<file path="src/rtl/assert_macros.svh">
// Assertion macros shared by the packed list parser RTL.
// Each macro expects clk and arst_n in scope.
`ifndef ASSERT_MACROS_SVH
`define ASSERT_MACROS_SVH

// property must hold at every clock edge out of reset
`define PLEP_ASSERT(label, prop, msg) \
	label: assert property (@(posedge clk) disable iff (!arst_n) prop) else $error(msg);

// condition must never be true out of reset
`define PLEP_ASSERT_NEVER(label, cond, msg) \
	label: assert property (@(posedge clk) disable iff (!arst_n) !(cond)) else $error(msg);

`endif

</file>
<file path="src/rtl/plep_pkg.sv">
// Shared types and constants for the packed list entry header parser.
// No dependencies.
package plep_pkg;

	localparam int HEADER_BYTES = 10;
	localparam int QUEUE_DEPTH  = 4;
	localparam int CFG_IDX_W    = 1;

	localparam logic [CFG_IDX_W-1:0] REG_TOTAL_BYTES = 1'd0;
	localparam logic [CFG_IDX_W-1:0] REG_CHECK_PREV  = 1'd1;

	// encoding byte codes
	localparam logic [7:0] ENC_STR6   = 8'h00;
	localparam logic [7:0] ENC_STR14  = 8'h40;
	localparam logic [7:0] ENC_STR32  = 8'h80;
	localparam logic [7:0] ENC_INT16  = 8'hc0;
	localparam logic [7:0] ENC_INT32  = 8'hd0;
	localparam logic [7:0] ENC_INT64  = 8'he0;
	localparam logic [7:0] ENC_INT24  = 8'hf0;
	localparam logic [7:0] ENC_IMM_LO = 8'hf1;
	localparam logic [7:0] ENC_IMM_HI = 8'hfd;
	localparam logic [7:0] ENC_INT8   = 8'hfe;
	localparam logic [7:0] STR_MASK   = 8'hc0;
	localparam logic [7:0] PREV_WIDE  = 8'hfe;
	localparam logic [7:0] END_MARK   = 8'hff;

	typedef enum logic [2:0] {
		ST_OK     = 3'd0,
		ST_BADENC = 3'd1,
		ST_BEYOND = 3'd2,
		ST_PREV   = 3'd3,
		ST_END    = 3'd4
	} status_t;

	typedef enum logic [2:0] {
		PH_IDLE,
		PH_START,
		PH_PREV,
		PH_ENC,
		PH_LEN,
		PH_SKIP
	} phase_t;

	// one classified byte as it travels from front to back
	typedef struct packed {
		logic [7:0]  data;
		logic        start;
		logic [31:0] offset;
		logic [7:0]  enc;    // encoding with string length bits cleared
		logic [2:0]  ls;     // header size of this encoding, 0 = bad
		logic [3:0]  int_w;  // integer payload width
	} tok_t;

endpackage

</file>
<file path="src/rtl/plep_byte_if.sv">
// Byte stream channel into the parser.
// Depends on nothing.
interface plep_byte_if;
	logic       valid;
	logic       ready;
	logic [7:0] data_byte;
	logic       list_start;

	modport source (output valid, output data_byte, output list_start, input ready);
	modport sink (input valid, input data_byte, input list_start, output ready);
endinterface

</file>
<file path="src/rtl/plep_desc_if.sv">
// Entry descriptor channel out of the parser.
// Depends on nothing.
interface plep_desc_if;
	logic        valid;
	logic        ready;
	logic [31:0] entry_offset;
	logic [31:0] prev_length;
	logic [2:0]  prev_length_size;
	logic [7:0]  encoding_byte;
	logic [2:0]  length_size;
	logic [31:0] data_length;
	logic [2:0]  status;

	modport source (output valid, output entry_offset, output prev_length,
		output prev_length_size, output encoding_byte, output length_size,
		output data_length, output status, input ready);
	modport sink (input valid, input entry_offset, input prev_length,
		input prev_length_size, input encoding_byte, input length_size,
		input data_length, input status, output ready);
endinterface

</file>
<file path="src/rtl/plep_front.sv">
// Front end: accepts bytes, tracks the byte offset and classifies encodings.
// Depends on plep_pkg and plep_byte_if.
module plep_front import plep_pkg::*; (
	input  logic      clk,
	input  logic      arst_n,
	plep_byte_if.sink stream,
	input  logic      q_full,
	output logic      push,
	output tok_t      tok
);

	logic [31:0] cur_off_q;
	logic [31:0] off;
	logic [7:0]  b;
	logic [7:0]  enc;

	assign stream.ready = !q_full;
	assign push = stream.valid && stream.ready;
	assign b = stream.data_byte;
	assign off = stream.list_start ? 32'(HEADER_BYTES) : cur_off_q;
	assign enc = (b < STR_MASK) ? (b & STR_MASK) : b;

	always_comb begin
		tok.data   = b;
		tok.start  = stream.list_start;
		tok.offset = off;
		tok.enc    = enc;
		unique case (enc) inside
			ENC_INT16, ENC_INT32, ENC_INT64, ENC_INT24, ENC_INT8,
			[ENC_IMM_LO:ENC_IMM_HI], ENC_STR6: tok.ls = 3'd1;
			ENC_STR14: tok.ls = 3'd2;
			ENC_STR32: tok.ls = 3'd5;
			default:   tok.ls = 3'd0;
		endcase
		unique case (enc)
			ENC_INT8:  tok.int_w = 4'd1;
			ENC_INT16: tok.int_w = 4'd2;
			ENC_INT24: tok.int_w = 4'd3;
			ENC_INT32: tok.int_w = 4'd4;
			ENC_INT64: tok.int_w = 4'd8;
			default:   tok.int_w = 4'd0;
		endcase
	end

	// offset wraps modulo 2^32
	always_ff @(posedge clk or negedge arst_n) begin
		if (!arst_n) begin
			cur_off_q <= '0;
		end else if (push) begin
			cur_off_q <= off + 32'd1;
		end
	end

endmodule

</file>
<file path="src/rtl/plep_queue.sv">
// Short queue of classified bytes between front and back.
// Depends on plep_pkg.
`include "assert_macros.svh"
module plep_queue import plep_pkg::*; #(
	parameter int DEPTH = QUEUE_DEPTH
) (
	input  logic clk,
	input  logic arst_n,
	input  logic push,
	input  tok_t wr,
	output logic full,
	input  logic pop,
	output tok_t rd,
	output logic not_empty
);

	localparam int PTR_W = (DEPTH > 1) ? $clog2(DEPTH) : 1;
	localparam int CNT_W = $clog2(DEPTH + 1);

	tok_t             mem_q [DEPTH];
	logic [PTR_W-1:0] wr_ptr_q;
	logic [PTR_W-1:0] rd_ptr_q;
	logic [CNT_W-1:0] count_q;

	assign full = (count_q == CNT_W'(DEPTH));
	assign not_empty = (count_q != '0);
	assign rd = mem_q[rd_ptr_q];

	always_ff @(posedge clk) begin
		if (push) begin
			mem_q[wr_ptr_q] <= wr;
		end
	end

	always_ff @(posedge clk or negedge arst_n) begin
		if (!arst_n) begin
			wr_ptr_q <= '0;
			rd_ptr_q <= '0;
			count_q  <= '0;
		end else begin
			if (push) begin
				wr_ptr_q <= (wr_ptr_q == PTR_W'(DEPTH - 1)) ? '0 : wr_ptr_q + PTR_W'(1);
			end
			if (pop) begin
				rd_ptr_q <= (rd_ptr_q == PTR_W'(DEPTH - 1)) ? '0 : rd_ptr_q + PTR_W'(1);
			end
			if (push && !pop) begin
				count_q <= count_q + CNT_W'(1);
			end else if (pop && !push) begin
				count_q <= count_q - CNT_W'(1);
			end
		end
	end

	`PLEP_ASSERT_NEVER(a_no_overflow, push && full && !pop, "queue push while full")
	`PLEP_ASSERT_NEVER(a_no_underflow, pop && !not_empty, "queue pop while empty")

endmodule

</file>
<file path="src/rtl/plep_back.sv">
// Back end: entry header state machine and descriptor output register.
// Depends on plep_pkg and plep_desc_if.
`include "assert_macros.svh"
module plep_back import plep_pkg::*; (
	input  logic         clk,
	input  logic         arst_n,
	input  tok_t         tok,
	input  logic         tok_valid,
	output logic         tok_pop,
	input  logic [31:0]  total_bytes,
	input  logic         check_prev,
	plep_desc_if.source  desc
);

	phase_t      phase_q, phase_n, ph;
	logic [31:0] entry_start_q, entry_start_n;
	logic [32:0] base_q, base_n;   // entry start plus previous-length field size
	logic [31:0] prev_len_q, prev_len_n;
	logic [2:0]  prev_size_q, prev_size_n;
	logic [7:0]  enc_q, enc_n;
	logic [31:0] len_acc_q, len_acc_n;
	logic [2:0]  idx_q, idx_n;
	logic [31:0] remain_q, remain_n;

	logic        out_valid_q;
	logic [31:0] o_entry_q, o_prev_len_q, o_len_q;
	logic [2:0]  o_prev_size_q, o_ls_q;
	logic [7:0]  o_enc_q;
	status_t     o_st_q;

	logic        fire;
	logic        emit;
	status_t     st;
	logic [2:0]  r_ls;
	logic [31:0] r_len;

	logic [7:0]  b;
	logic [31:0] off;
	logic [32:0] start_base;
	logic        hdr_beyond;
	logic [31:0] len_shift;
	logic [2:0]  lsl;
	logic [2:0]  idx_inc;
	logic [2:0]  fin_ls;
	logic [31:0] fin_len;
	logic [33:0] fin_end;
	status_t     fin_st;

	assign fire = tok_valid && (!out_valid_q || desc.ready);
	assign tok_pop = fire;

	assign b = tok.data;
	assign off = tok.offset;
	assign ph = tok.start ? PH_START : phase_q;
	assign start_base = {1'b0, off} + ((b == PREV_WIDE) ? 33'd5 : 33'd1);
	assign hdr_beyond = ({1'b0, off} + 33'(tok.ls)) >= {1'b0, total_bytes};
	assign len_shift = {len_acc_q[23:0], b};
	assign lsl = (enc_q == ENC_STR14) ? 3'd2 : 3'd5;
	assign idx_inc = idx_q + 3'd1;
	assign fin_ls = (ph == PH_LEN) ? lsl : 3'd1;
	assign fin_len = (ph == PH_LEN) ? len_shift :
		(tok.enc == ENC_STR6) ? {26'd0, b[5:0]} : {28'd0, tok.int_w};
	assign fin_end = {1'b0, base_q} + 34'(fin_ls) + 34'(fin_len);

	always_comb begin
		if (fin_end >= {2'b0, total_bytes}) begin
			fin_st = ST_BEYOND;
		end else if (check_prev &&
			({1'b0, entry_start_q} < {1'b0, prev_len_q} + 33'(HEADER_BYTES))) begin
			fin_st = ST_PREV;
		end else begin
			fin_st = ST_OK;
		end
	end

	always_comb begin
		phase_n       = phase_q;
		entry_start_n = entry_start_q;
		base_n        = base_q;
		prev_len_n    = prev_len_q;
		prev_size_n   = prev_size_q;
		enc_n         = enc_q;
		len_acc_n     = len_acc_q;
		idx_n         = idx_q;
		remain_n      = remain_q;
		emit          = 1'b0;
		st            = ST_OK;
		r_ls          = 3'd0;
		r_len         = '0;
		unique case (ph)
			PH_START: begin
				entry_start_n = off;
				base_n        = start_base;
				prev_len_n    = '0;
				prev_size_n   = 3'd0;
				enc_n         = '0;
				len_acc_n     = '0;
				idx_n         = '0;
				if ({1'b0, off} >= {1'b0, total_bytes}) begin
					emit = 1'b1;
					st   = ST_BEYOND;
				end else if (b == END_MARK) begin
					emit = 1'b1;
					st   = ST_END;
				end else begin
					if (b == PREV_WIDE) begin
						prev_size_n = 3'd5;
						phase_n     = PH_PREV;
					end else begin
						prev_size_n = 3'd1;
						prev_len_n  = {24'd0, b};
						phase_n     = PH_ENC;
					end
					// field must end inside the list
					if (start_base >= {1'b0, total_bytes}) begin
						emit = 1'b1;
						st   = ST_BEYOND;
					end
				end
			end
			PH_PREV: begin
				prev_len_n = prev_len_q | ({24'd0, b} << {idx_q[1:0], 3'b000});
				idx_n = idx_inc;
				if (idx_inc[2]) begin
					phase_n = PH_ENC;
				end
			end
			PH_ENC: begin
				enc_n = tok.enc;
				if (tok.ls == 3'd0) begin
					emit = 1'b1;
					st   = ST_BADENC;
				end else if (hdr_beyond) begin
					emit = 1'b1;
					st   = ST_BEYOND;
					r_ls = tok.ls;
				end else if (tok.enc == ENC_STR14) begin
					len_acc_n = {26'd0, b[5:0]};
					idx_n     = '0;
					phase_n   = PH_LEN;
				end else if (tok.enc == ENC_STR32) begin
					len_acc_n = '0;
					idx_n     = '0;
					phase_n   = PH_LEN;
				end else begin
					emit  = 1'b1;
					st    = fin_st;
					r_ls  = fin_ls;
					r_len = fin_len;
					if (fin_st == ST_OK) begin
						phase_n  = (fin_len == '0) ? PH_START : PH_SKIP;
						remain_n = fin_len;
					end
				end
			end
			PH_LEN: begin
				len_acc_n = len_shift;
				idx_n     = idx_inc;
				if (idx_inc >= lsl - 3'd1) begin
					emit  = 1'b1;
					st    = fin_st;
					r_ls  = fin_ls;
					r_len = fin_len;
					if (fin_st == ST_OK) begin
						phase_n  = (fin_len == '0) ? PH_START : PH_SKIP;
						remain_n = fin_len;
					end
				end
			end
			PH_SKIP: begin
				remain_n = remain_q - 32'd1;
				if (remain_q == 32'd1) begin
					phase_n = PH_START;
				end
			end
			PH_IDLE: begin
			end
			default: begin
				phase_n = PH_IDLE;
			end
		endcase
		if (emit && st != ST_OK) begin
			phase_n = PH_IDLE;
		end
	end

	always_ff @(posedge clk or negedge arst_n) begin
		if (!arst_n) begin
			phase_q       <= PH_IDLE;
			entry_start_q <= '0;
			base_q        <= '0;
			prev_len_q    <= '0;
			prev_size_q   <= '0;
			enc_q         <= '0;
			len_acc_q     <= '0;
			idx_q         <= '0;
			remain_q      <= '0;
			out_valid_q   <= 1'b0;
		end else begin
			if (fire) begin
				phase_q       <= phase_n;
				entry_start_q <= entry_start_n;
				base_q        <= base_n;
				prev_len_q    <= prev_len_n;
				prev_size_q   <= prev_size_n;
				enc_q         <= enc_n;
				len_acc_q     <= len_acc_n;
				idx_q         <= idx_n;
				remain_q      <= remain_n;
			end
			if (fire && emit) begin
				out_valid_q <= 1'b1;
			end else if (desc.ready) begin
				out_valid_q <= 1'b0;
			end
		end
	end

	always_ff @(posedge clk) begin
		if (fire && emit) begin
			o_entry_q     <= entry_start_n;
			o_prev_len_q  <= prev_len_n;
			o_prev_size_q <= prev_size_n;
			o_enc_q       <= enc_n;
			o_ls_q        <= r_ls;
			o_len_q       <= r_len;
			o_st_q        <= st;
		end
	end

	assign desc.valid            = out_valid_q;
	assign desc.entry_offset     = o_entry_q;
	assign desc.prev_length      = o_prev_len_q;
	assign desc.prev_length_size = o_prev_size_q;
	assign desc.encoding_byte    = o_enc_q;
	assign desc.length_size      = o_ls_q;
	assign desc.data_length      = o_len_q;
	assign desc.status           = o_st_q;

	`PLEP_ASSERT(a_err_halts, (fire && emit && st != ST_OK) |=> phase_q == PH_IDLE, "error did not halt parse")
	`PLEP_ASSERT(a_skip_nonzero, phase_q == PH_SKIP |-> remain_q != 32'd0, "skip with nothing left")
	`PLEP_ASSERT(a_no_drop, (out_valid_q && !desc.ready) |-> !fire, "byte consumed while result stalled")

endmodule

</file>
<file path="src/rtl/packed_list_entry_header_parser.sv">
// Packed list entry header parser. Takes one list byte per cycle on the stream channel
// and gives one descriptor per entry header (or per error / end marker) on desc. A front
// stage classifies each byte and tags it with its offset, a small queue decouples it from
// the back-end header state machine, and a descriptor register feeds the output. Sustained
// rate is one byte per cycle, set by the back end retiring one queued byte each cycle while
// no held output stalls it; a descriptor is registered when its last header byte is taken.
// The user must write configuration only while the block is idle, which is not enforced.
module packed_list_entry_header_parser import plep_pkg::*; #(
	parameter int QDEPTH = QUEUE_DEPTH
) (
	input  logic                 clk,
	input  logic                 arst_n,
	plep_byte_if.sink            stream,
	plep_desc_if.source          desc,
	input  logic                 cfg_we,
	input  logic [CFG_IDX_W-1:0] cfg_index,
	input  logic [31:0]          cfg_wdata
);

	logic [31:0] total_bytes_q;
	logic        check_prev_q;

	logic push;
	logic pop;
	logic q_full;
	logic q_valid;
	tok_t wr_tok;
	tok_t rd_tok;

	always_ff @(posedge clk or negedge arst_n) begin
		if (!arst_n) begin
			total_bytes_q <= 32'd11;
			check_prev_q  <= 1'b0;
		end else if (cfg_we) begin
			if (cfg_index == REG_TOTAL_BYTES) begin
				total_bytes_q <= cfg_wdata;
			end
			if (cfg_index == REG_CHECK_PREV) begin
				check_prev_q <= cfg_wdata[0];
			end
		end
	end

	plep_front u_front (
		.clk    (clk),
		.arst_n (arst_n),
		.stream (stream),
		.q_full (q_full),
		.push   (push),
		.tok    (wr_tok)
	);

	plep_queue #(
		.DEPTH (QDEPTH)
	) u_queue (
		.clk       (clk),
		.arst_n    (arst_n),
		.push      (push),
		.wr        (wr_tok),
		.full      (q_full),
		.pop       (pop),
		.rd        (rd_tok),
		.not_empty (q_valid)
	);

	plep_back u_back (
		.clk         (clk),
		.arst_n      (arst_n),
		.tok         (rd_tok),
		.tok_valid   (q_valid),
		.tok_pop     (pop),
		.total_bytes (total_bytes_q),
		.check_prev  (check_prev_q),
		.desc        (desc)
	);

endmodule

</file>
<file path="src/flat_wrapper.sv">
// flat-port wrapper written by rule: the top's interface ports become plain ports
module packed_list_entry_header_parser_flat import plep_pkg::*;
#(
	parameter int QDEPTH = QUEUE_DEPTH
)
  (clk, arst_n, cfg_we, cfg_index, cfg_wdata, stream_valid, stream_data_byte, stream_list_start, stream_ready, desc_valid, desc_entry_offset, desc_prev_length, desc_prev_length_size, desc_encoding_byte, desc_length_size, desc_data_length, desc_status, desc_ready);
  plep_byte_if stream_i ();
  plep_desc_if desc_i ();
  input  logic clk;
  input  logic arst_n;
  input  logic cfg_we;
  input  logic [CFG_IDX_W-1:0] cfg_index;
  input  logic [31:0] cfg_wdata;
  input wire logic [$bits(stream_i.valid)-1:0] stream_valid;
  input wire logic [$bits(stream_i.data_byte)-1:0] stream_data_byte;
  input wire logic [$bits(stream_i.list_start)-1:0] stream_list_start;
  output wire logic [$bits(stream_i.ready)-1:0] stream_ready;
  output wire logic [$bits(desc_i.valid)-1:0] desc_valid;
  output wire logic [$bits(desc_i.entry_offset)-1:0] desc_entry_offset;
  output wire logic [$bits(desc_i.prev_length)-1:0] desc_prev_length;
  output wire logic [$bits(desc_i.prev_length_size)-1:0] desc_prev_length_size;
  output wire logic [$bits(desc_i.encoding_byte)-1:0] desc_encoding_byte;
  output wire logic [$bits(desc_i.length_size)-1:0] desc_length_size;
  output wire logic [$bits(desc_i.data_length)-1:0] desc_data_length;
  output wire logic [$bits(desc_i.status)-1:0] desc_status;
  input wire logic [$bits(desc_i.ready)-1:0] desc_ready;
  assign stream_i.valid = stream_valid;
  assign stream_i.data_byte = stream_data_byte;
  assign stream_i.list_start = stream_list_start;
  assign stream_ready = stream_i.ready;
  assign desc_valid = desc_i.valid;
  assign desc_entry_offset = desc_i.entry_offset;
  assign desc_prev_length = desc_i.prev_length;
  assign desc_prev_length_size = desc_i.prev_length_size;
  assign desc_encoding_byte = desc_i.encoding_byte;
  assign desc_length_size = desc_i.length_size;
  assign desc_data_length = desc_i.data_length;
  assign desc_status = desc_i.status;
  assign desc_i.ready = desc_ready;
  packed_list_entry_header_parser #(.QDEPTH(QDEPTH)) u_core (.clk(clk), .arst_n(arst_n), .stream(stream_i), .desc(desc_i), .cfg_we(cfg_we), .cfg_index(cfg_index), .cfg_wdata(cfg_wdata));
endmodule
</file>
<file path="config.mk">
export PLATFORM = sky130hd
export DESIGN_NAME = packed_list_entry_header_parser_flat
export DESIGN_NICKNAME = d
export VERILOG_FILES = /design/src/rtl/plep_pkg.sv /design/src/rtl/plep_byte_if.sv /design/src/rtl/plep_desc_if.sv /design/src/rtl/plep_front.sv /design/src/rtl/plep_queue.sv /design/src/rtl/plep_back.sv /design/src/rtl/packed_list_entry_header_parser.sv /design/src/flat_wrapper.sv
export VERILOG_INCLUDE_DIRS = /design/src /design/src/rtl
export SDC_FILE = /design/constraint.sdc
export NUM_CORES = 1
export LEC_CHECK = 0
export ABC_AREA = 1
export BUFFER_PORTS_ARGS = -buffer_cell sky130_fd_sc_hd__clkbuf_2
export CAP_MARGIN = 20
export CORE_MARGIN = 2
export CORE_UTILIZATION = 51
export DETAILED_ROUTE_END_ITERATION = 6
export PLACE_DENSITY = 0.68
export SLEW_MARGIN = 20
export SYNTH_ARGS = -nofsm -noshare
export SYNTH_HDL_FRONTEND = slang
export SYNTH_HIERARCHICAL = 1
export SYNTH_SLANG_ARGS = --single-unit
</file>
<file path="constraint.sdc">
create_clock -name clk -period 28 [get_ports clk]
set_input_delay 5.6 -clock clk [delete_from_list [all_inputs] [get_ports clk]]
set_output_delay 5.6 -clock clk [all_outputs]
set_load 0.02 [all_outputs]
</file>
==> results_dict.tcl, run 1 <==
set metrics [dict create \
    port_buffers 161 \
    rsz0062_at_grt "false" \
    worst_ep_required_time_ns 28.54 \
    path_class "reg2reg" \
    place.gp.congestion 0.980 \
    clockRootBuffer "clkbuf_16" \
    syn_area_um2 34300 \
    path_clk_slew_ns 0.06 \
    die-area_um2 69400 \
    hold_path_class "reg2reg" \
    cts_tree "yes" \
    fillers 6038 \
    antenna_found_initial 1 \
    grt_use_total 0.280 \
    routed_via_density 5.50 \
    diodes 0 \
    grt_max_degree 113 \
    cts_buffer_depth 3 \
    peakVddDrop_uv 86.6 \
    clk_latency_ns 0.65 \
    crit_family "simple AND/OR/NAND/NOR gates" \
    p_leak_nw 17.5 \
    yosysTopAreaCell "edfxtp_1" \
    synthFlopType "edfxtp_1" \
    hold_buffers 0 \
    cts_sinks 580 \
    fin_skew_ns 0.0355 \
    core_um2 66900 \
    finalCritPeriodShare 0.314 \
    synth-seq-cells 580 \
    fin_util 0.563 \
    synth_nets 4188 \
    cp_common_cell "nand2_1" \
    drc 0 \
    synth-edff-count 337 \
    die_w_um 263 \
    htree_levels 2 \
    setup_viol 0 \
    final_common_cell "nand2_1" \
    post_cts_resized 0 \
    slowest_delay_ns 0.82 \
    wire_per_inst_um 19.8 \
    layout_common_cells "nand2_1, inv_1, edfxtp_1, nor2_1, dfrtp_1" \
    fp-row-count 95 \
    grt_pass1_vias 25300 \
    endpoint_kind "flip-flop" \
    powerDensity_nw_per_um2 120 \
    synth-async-reset-ratio 0.419 \
    yosysWarnings 6 \
    min_from "u_core/total_bytes_q[1]$_DFFE_PN1P_" \
    fin_tns_setup_ns 0 \
    r2r-start "u_core/u_queue/rd_ptr_q[0]$_DFFE_PN0P_" \
    ys_seq_area_frac 0.472 \
    grt_pass1_wl_um 150000 \
    syn_inst 3899 \
    fp.dieH_um 263 \
    antenna_left 0 \
    cp-startpoint "u_core/u_queue/rd_ptr_q[0]$_DFFE_PN0P_" \
    cap_violations 0 \
    nNetsFinal 4308 \
    first_pass_iters 5 \
    area_delta_synth_final_pct 9.69 \
    vias 27200 \
    synth_top_area_frac 0.295 \
    path_max_fanout 99 \
    ios 162 \
    synth.distinct_cells 59 \
    tightest_slew_ns 1.08 \
    stdcell_area_um2 37700 \
    cts_setup_buffers 0 \
    cp_slowest_cell "inv_1" \
    final_layout_size_suffix_gt1_frac 0.113 \
    relSlewSlack 0.271 \
    placed_area_um2 35700 \
    startpoint_type "flip-flop" \
    status "finished clean" \
    layout_min_cycle_time_ns 8.79 \
    syn_avg_cell_area_um2 8.81 \
    grt_overflow 0 \
    cts_made_buffers 61 \
    synth.area.top_cells "edfxtp_1, dfrtp_1, nand2_1, ha_1, inv_1" \
    drt-total-wl_um 97700 \
    hold_violations 0 \
    max_freq_ghz 0.114 \
    critPathBufInv 7 \
    crit_arrival_ns 9.34 \
    hpwl_um 72100 \
    slew_viol_final 0 \
    drt_iter0_markers 2874 \
    initial_core_util 0.513 \
]
routing by layer:
metal,track usage,wire (um)
met1,0.397,43400
met5,0,0
met2,0.443,44100
met4,0.104,3600
met3,0.0326,6640
sequential cells by signal (all words and copies together), names as in the netlist, 8 cells and up:
register and cells:
u_core/u_back/desc.encoding_byte 8, u_core/u_back/desc.entry_offset 32, u_core/u_back/enc_q 8, u_core/u_back/base_q 33
u_core/total_bytes_q 32, u_core/u_back/desc.prev_length 32, u_core/u_back/len_acc_q 24, u_core/u_back/prev_len_q 32
u_core/u_back/entry_start_q 32, u_core/u_back/desc.data_length 32, u_core/u_queue/mem_q 224, u_core/u_back/remain_q 32
u_core/u_front/cur_off_q 32
kinds of logic after synthesis:
| logic type | count (synthesis) | synth area share |
|---|---|---|
| and+or+nand+nor | 1668 | 0.203 |
| DFF | 580 | 0.472 |
| buffers and inverters | 656 | 0.0816 |
| adders and majority gates | 242 | 0.0893 |
| AOI/OAI and AO/OA | 618 | 0.120 |
| xor gates and xnor gates | 135 | 0.0344 |
final cells by class:
type,instances,area [um^2],area share
clock buffer,73,1610,0.0428
clock inverter,43,394,0.0105
tap,873,1090,0.0290
multi-input combinational,2663,15400,0.408
sequential,580,16200,0.430
inverter,528,2000,0.0530
timing repair buffer,185,996,0.0264
cells in the mapped netlist, drive strengths merged (2+ instances only):
cell type and count:
xor2 110, a211oi 2, o21ai 281, and2 3
and3 2, clkinv 3, buf 74, o22ai 37
o31ai 6, inv 525, o21a 5, clkbuf 54
edfxtp 337, nand3 152, o21bai 13, ha 237
nand3b 9, nor2 318, a21oi 126, nand2 1050
nand4 62, fa 5, or2 6, nor4 21
a31o 2, nor3 42, dfrtp 240, xnor2 25
a21o 8, o211ai 124, dfstp 3, a31oi 11
metrics by stage:
step           std cells  setup slack [ns]  hold WS [ns]  total power, mW
3_3_place_gp        4829             19.72         0.454             3.65
2_1_floorplan       3899             15.88         0.441             3.02
6_report            4945             19.21         0.472             4.51
4_1_cts             4945             19.40         0.468             4.50
3_5_place_dp        4829             19.46         0.458             3.68
5_1_grt             4945             18.41         0.479             4.83
worst register-to-register path: cells and delay by family (launching register included):
kind	cells	cell delay [ns]
flops	1	0.46
buf+inv	7	2.34
compound gates	7	1.30
simple gates	21	3.51
xor+xnor	1	0.22
fa+ha+maj	3	0.86
final timing paths:
path,cells after the start,slack [ns],end
max in group asynchronous,2,21.39,u_core/u_back/base_q[1]$_DFFE_PN0P_
min in group asynchronous,1,5.03,u_core/u_back/remain_q[22]$_DFFE_PN0P_
worst min register to register,2,0.47,u_core/total_bytes_q[1]$_DFFE_PN1P_
worst min-delay path,2,0.47,u_core/total_bytes_q[1]$_DFFE_PN1P_
worst max-delay path,39,19.21,u_core/u_back/remain_q[19]$_DFFE_PN0P_
worst max register to register,39,19.21,u_core/u_back/remain_q[19]$_DFFE_PN0P_
where the power goes:
| part | switching (mW) | leakage (nW) | internal (mW) |
|---|---|---|---|
| Sequential | 0.133 | 6.38 | 1.23 |
| Clock | 0.353 | 0.975 | 0.453 |
| Combinational | 1.66 | 10.1 | 0.675 |
| Total | 2.15 | 17.5 | 2.36 |
Note: power is estimated with default switching activity, not from simulation.
==> inputs of run 2 (changes only) <==
==> constraint.sdc (replaced) <==
create_clock -name clk -period 8.2 [get_ports clk]
set_input_delay 1.64 -clock clk [delete_from_list [all_inputs] [get_ports clk]]
set_output_delay 1.64 -clock clk [all_outputs]
set_load 0.02 [all_outputs]
==> results_dict.tcl, run 2 (synthesis results as in run 1) <==
set metrics [dict create \
    status "finished clean" \
    final_layout_size_suffix_gt1_frac 0.116 \
    slew_viol_final 0 \
    dr_wl_met2_um 44500 \
    nNetsFinal 4321 \
    final_common_cell "nand2_1" \
    endpoint_kind "flip-flop" \
    path_clk_slew_ns 0.07 \
    path_class "reg2reg" \
    cts_buffer_depth 3 \
    path_max_fanout 47 \
    relSlewSlack 0.304 \
    core_um2 66900 \
    die-area_um2 69400 \
    layout_common_cells "nand2_1, inv_1, edfxtp_1, nor2_1, dfrtp_1" \
    area_delta_synth_final_pct 10.4 \
    crit_arrival_ns 8.03 \
    first_pass_iters 6 \
    reg_top3 "u_core/u_queue/mem_q x224, u_core/u_back/base_q x33" \
    grt_pass1_vias 25700 \
    tightest_slew_ns 1.04 \
    hpwl_um 73800 \
    antenna_left 0 \
    max_freq_ghz 0.133 \
    routed_via_density 5.47 \
    cts_sinks 580 \
    grt_use_total 0.284 \
    vias 27100 \
    slowest_delay_ns 0.48 \
    fp.dieH_um 263 \
    hold_violations 0 \
    worst_ep_required_time_ns 8.72 \
    holdPathStages 2 \
    cp_slowest_cell "dfrtp_1" \
    port_buffers 161 \
    grt_max_degree 148 \
    drc 0 \
    antenna_found_initial 1 \
    finalCritPeriodShare 0.916 \
    place.gp.congestion 0.994 \
    grt_pass1_wl_um 152000 \
    cap_violations 0 \
    fin_tns_setup_ns 0 \
    ios 162 \
    fin_util 0.566 \
    drt_iter0_markers 2805 \
    htree_levels 2 \
    rr_worst_depth 42 \
    rsz0062_at_grt "false" \
    p_leak_nw 17.6 \
    setup_viol 0 \
    peakVddDrop_uv 337 \
    die_w_um 263 \
    clockRootBuffer "clkbuf_16" \
    hold_buffers 0 \
    r2r-start "u_core/u_queue/rd_ptr_q[0]$_DFFE_PN0P_" \
    grt_overflow 0 \
    hold_path_class "reg2reg" \
    startpoint_type "flip-flop" \
    drt-met1-wl_um 43600 \
    top_register "u_core/u_queue/mem_q" \
    clk_latency_ns 0.63 \
    r2r_setup_slack_ns 0.69 \
    min_from "u_core/total_bytes_q[1]$_DFFE_PN1P_" \
    wire_per_inst_um 20.0 \
    layout_min_cycle_time_ns 7.51 \
    wl_met3_um 6560 \
    top_layer "met4" \
    powerDensity_nw_per_um2 412 \
    initial_core_util 0.513 \
    fin_skew_ns 0.0198 \
    fp-row-count 95 \
    drt-total-wl_um 99100 \
    crit_family "simple AND/OR/NAND/NOR gates" \
    cp_common_cell "nand2_1" \
    critPathBufInv 5 \
    cts_made_buffers 61 \
    hold-path-endpoint "u_core/total_bytes_q[1]$_DFFE_PN1P_" \
    timing.rr.end "u_core/u_back/remain_q[29]$_DFFE_PN0P_" \
    largest_register_ff_count 224 \
    cts_tree "yes" \
]
## run 2: cell types whose count changed in the layout (fill, tap and decap cells not counted), moves of 2 or more
| cell | delta |
|---|---|
| buf_12 | +3 |
| buf_4 | +8 |
| bufinv_16 | +6 |
| clkbuf_1 | +3 |
| clkbuf_8 | -3 |
| clkinv_1 | -2 |
| clkinv_2 | -7 |
| clkinvlp_4 | +2 |
| inv_2 | +2 |
| inv_6 | +2 |
| inv_8 | -2 |
## run 2: repair_timing
action                                  4_1_cts  5_1_grt
buffers inserted                              0        2
resized for setup                             0        3
endpoints found under the setup margin        0       36
## run 2: metal layers
| metal | up-vias | GRT usage |
|---|---|---|
| li1 | 13200 | - |
| met3 | 204 | 0.0340 |
| met5 | - | 0 |
| met2 | 971 | 0.442 |
| met4 | 0 | 0.123 |
| met1 | 12700 | 0.403 |
## run 2: layout make-up
class	count	area, um^2
Timing Repair inverter	1	8.76
Fill cell	6047	29000
Inverter	528	2020
Multi-Input combinational cell	2663	15400
Clock buffer	73	1580
Clock inverter	41	489
Tap cell	873	1090
Sequential cell	580	16200
Antenna cell	1	2.50
Timing Repair Buffer	197	1140
## run 2: worst reg2reg max path: cells and delay by family (launching register included)
| family | cells | cell delay, ns |
|---|---|---|
| AO/OA/AOI/OAI | 8 | 1.35 |
| XOR/XNOR | 1 | 0.17 |
| adder cells (fa/ha/maj) | 4 | 1.25 |
| buffers and inverters | 5 | 0.93 |
| flip-flops | 1 | 0.48 |
| AND/OR/NAND/NOR | 24 | 3.26 |
## run 2: worst max-delay path by stage
stage               slack (ns)                                   start  cells past startpoint                                          end
floorplan                 0.78  u_core/u_queue/rd_ptr_q[0]$_DFFE_PN0P_                     27  u_core/u_back/desc.data_length[0]$_DFFE_PP_
global placement          0.87  u_core/u_queue/rd_ptr_q[0]$_DFFE_PN0P_                     40       u_core/u_back/remain_q[29]$_DFFE_PN0P_
detailed placement        0.69  u_core/u_queue/rd_ptr_q[0]$_DFFE_PN0P_                     40       u_core/u_back/remain_q[21]$_DFFE_PN0P_
CTS                       0.65  u_core/u_queue/rd_ptr_q[0]$_DFFE_PN0P_                     40       u_core/u_back/remain_q[29]$_DFFE_PN0P_
global route              0.05  u_core/u_queue/rd_ptr_q[0]$_DFFE_PN0P_                     42       u_core/u_back/remain_q[21]$_DFFE_PN0P_
finish                    0.69  u_core/u_queue/rd_ptr_q[0]$_DFFE_PN0P_                     42       u_core/u_back/remain_q[29]$_DFFE_PN0P_
## run 2: per-stage QoR
| step | instance area, um^2 | setup WS (ns) | power, mW | hold WS [ns] | instances |
|---|---|---|---|---|---|
| 3_5_place_dp | 35800 | 0.692 | 12.7 | 0.458 | 4839 |
| 4_1_cts | 37900 | 0.648 | 15.6 | 0.469 | 4953 |
| 3_3_place_gp | 35800 | 0.866 | 12.6 | 0.454 | 4838 |
| 5_1_grt | 37900 | 0.0488 | 16.8 | 0.475 | 4956 |
| 2_1_floorplan | 34300 | 0.776 | 10.2 | 0.441 | 3899 |
| 6_report | 37900 | 0.686 | 15.6 | 0.466 | 4957 |
## run 2: power breakdown
part           switching [mW]  total [mW]  leakage, nW  internal [mW]
Combinational            5.71        8.13         10.2           2.42
Sequential              0.452        4.65         6.38           4.20
Clock                    1.19        2.86        0.991           1.67
Total                    7.35        15.6         17.6           8.28
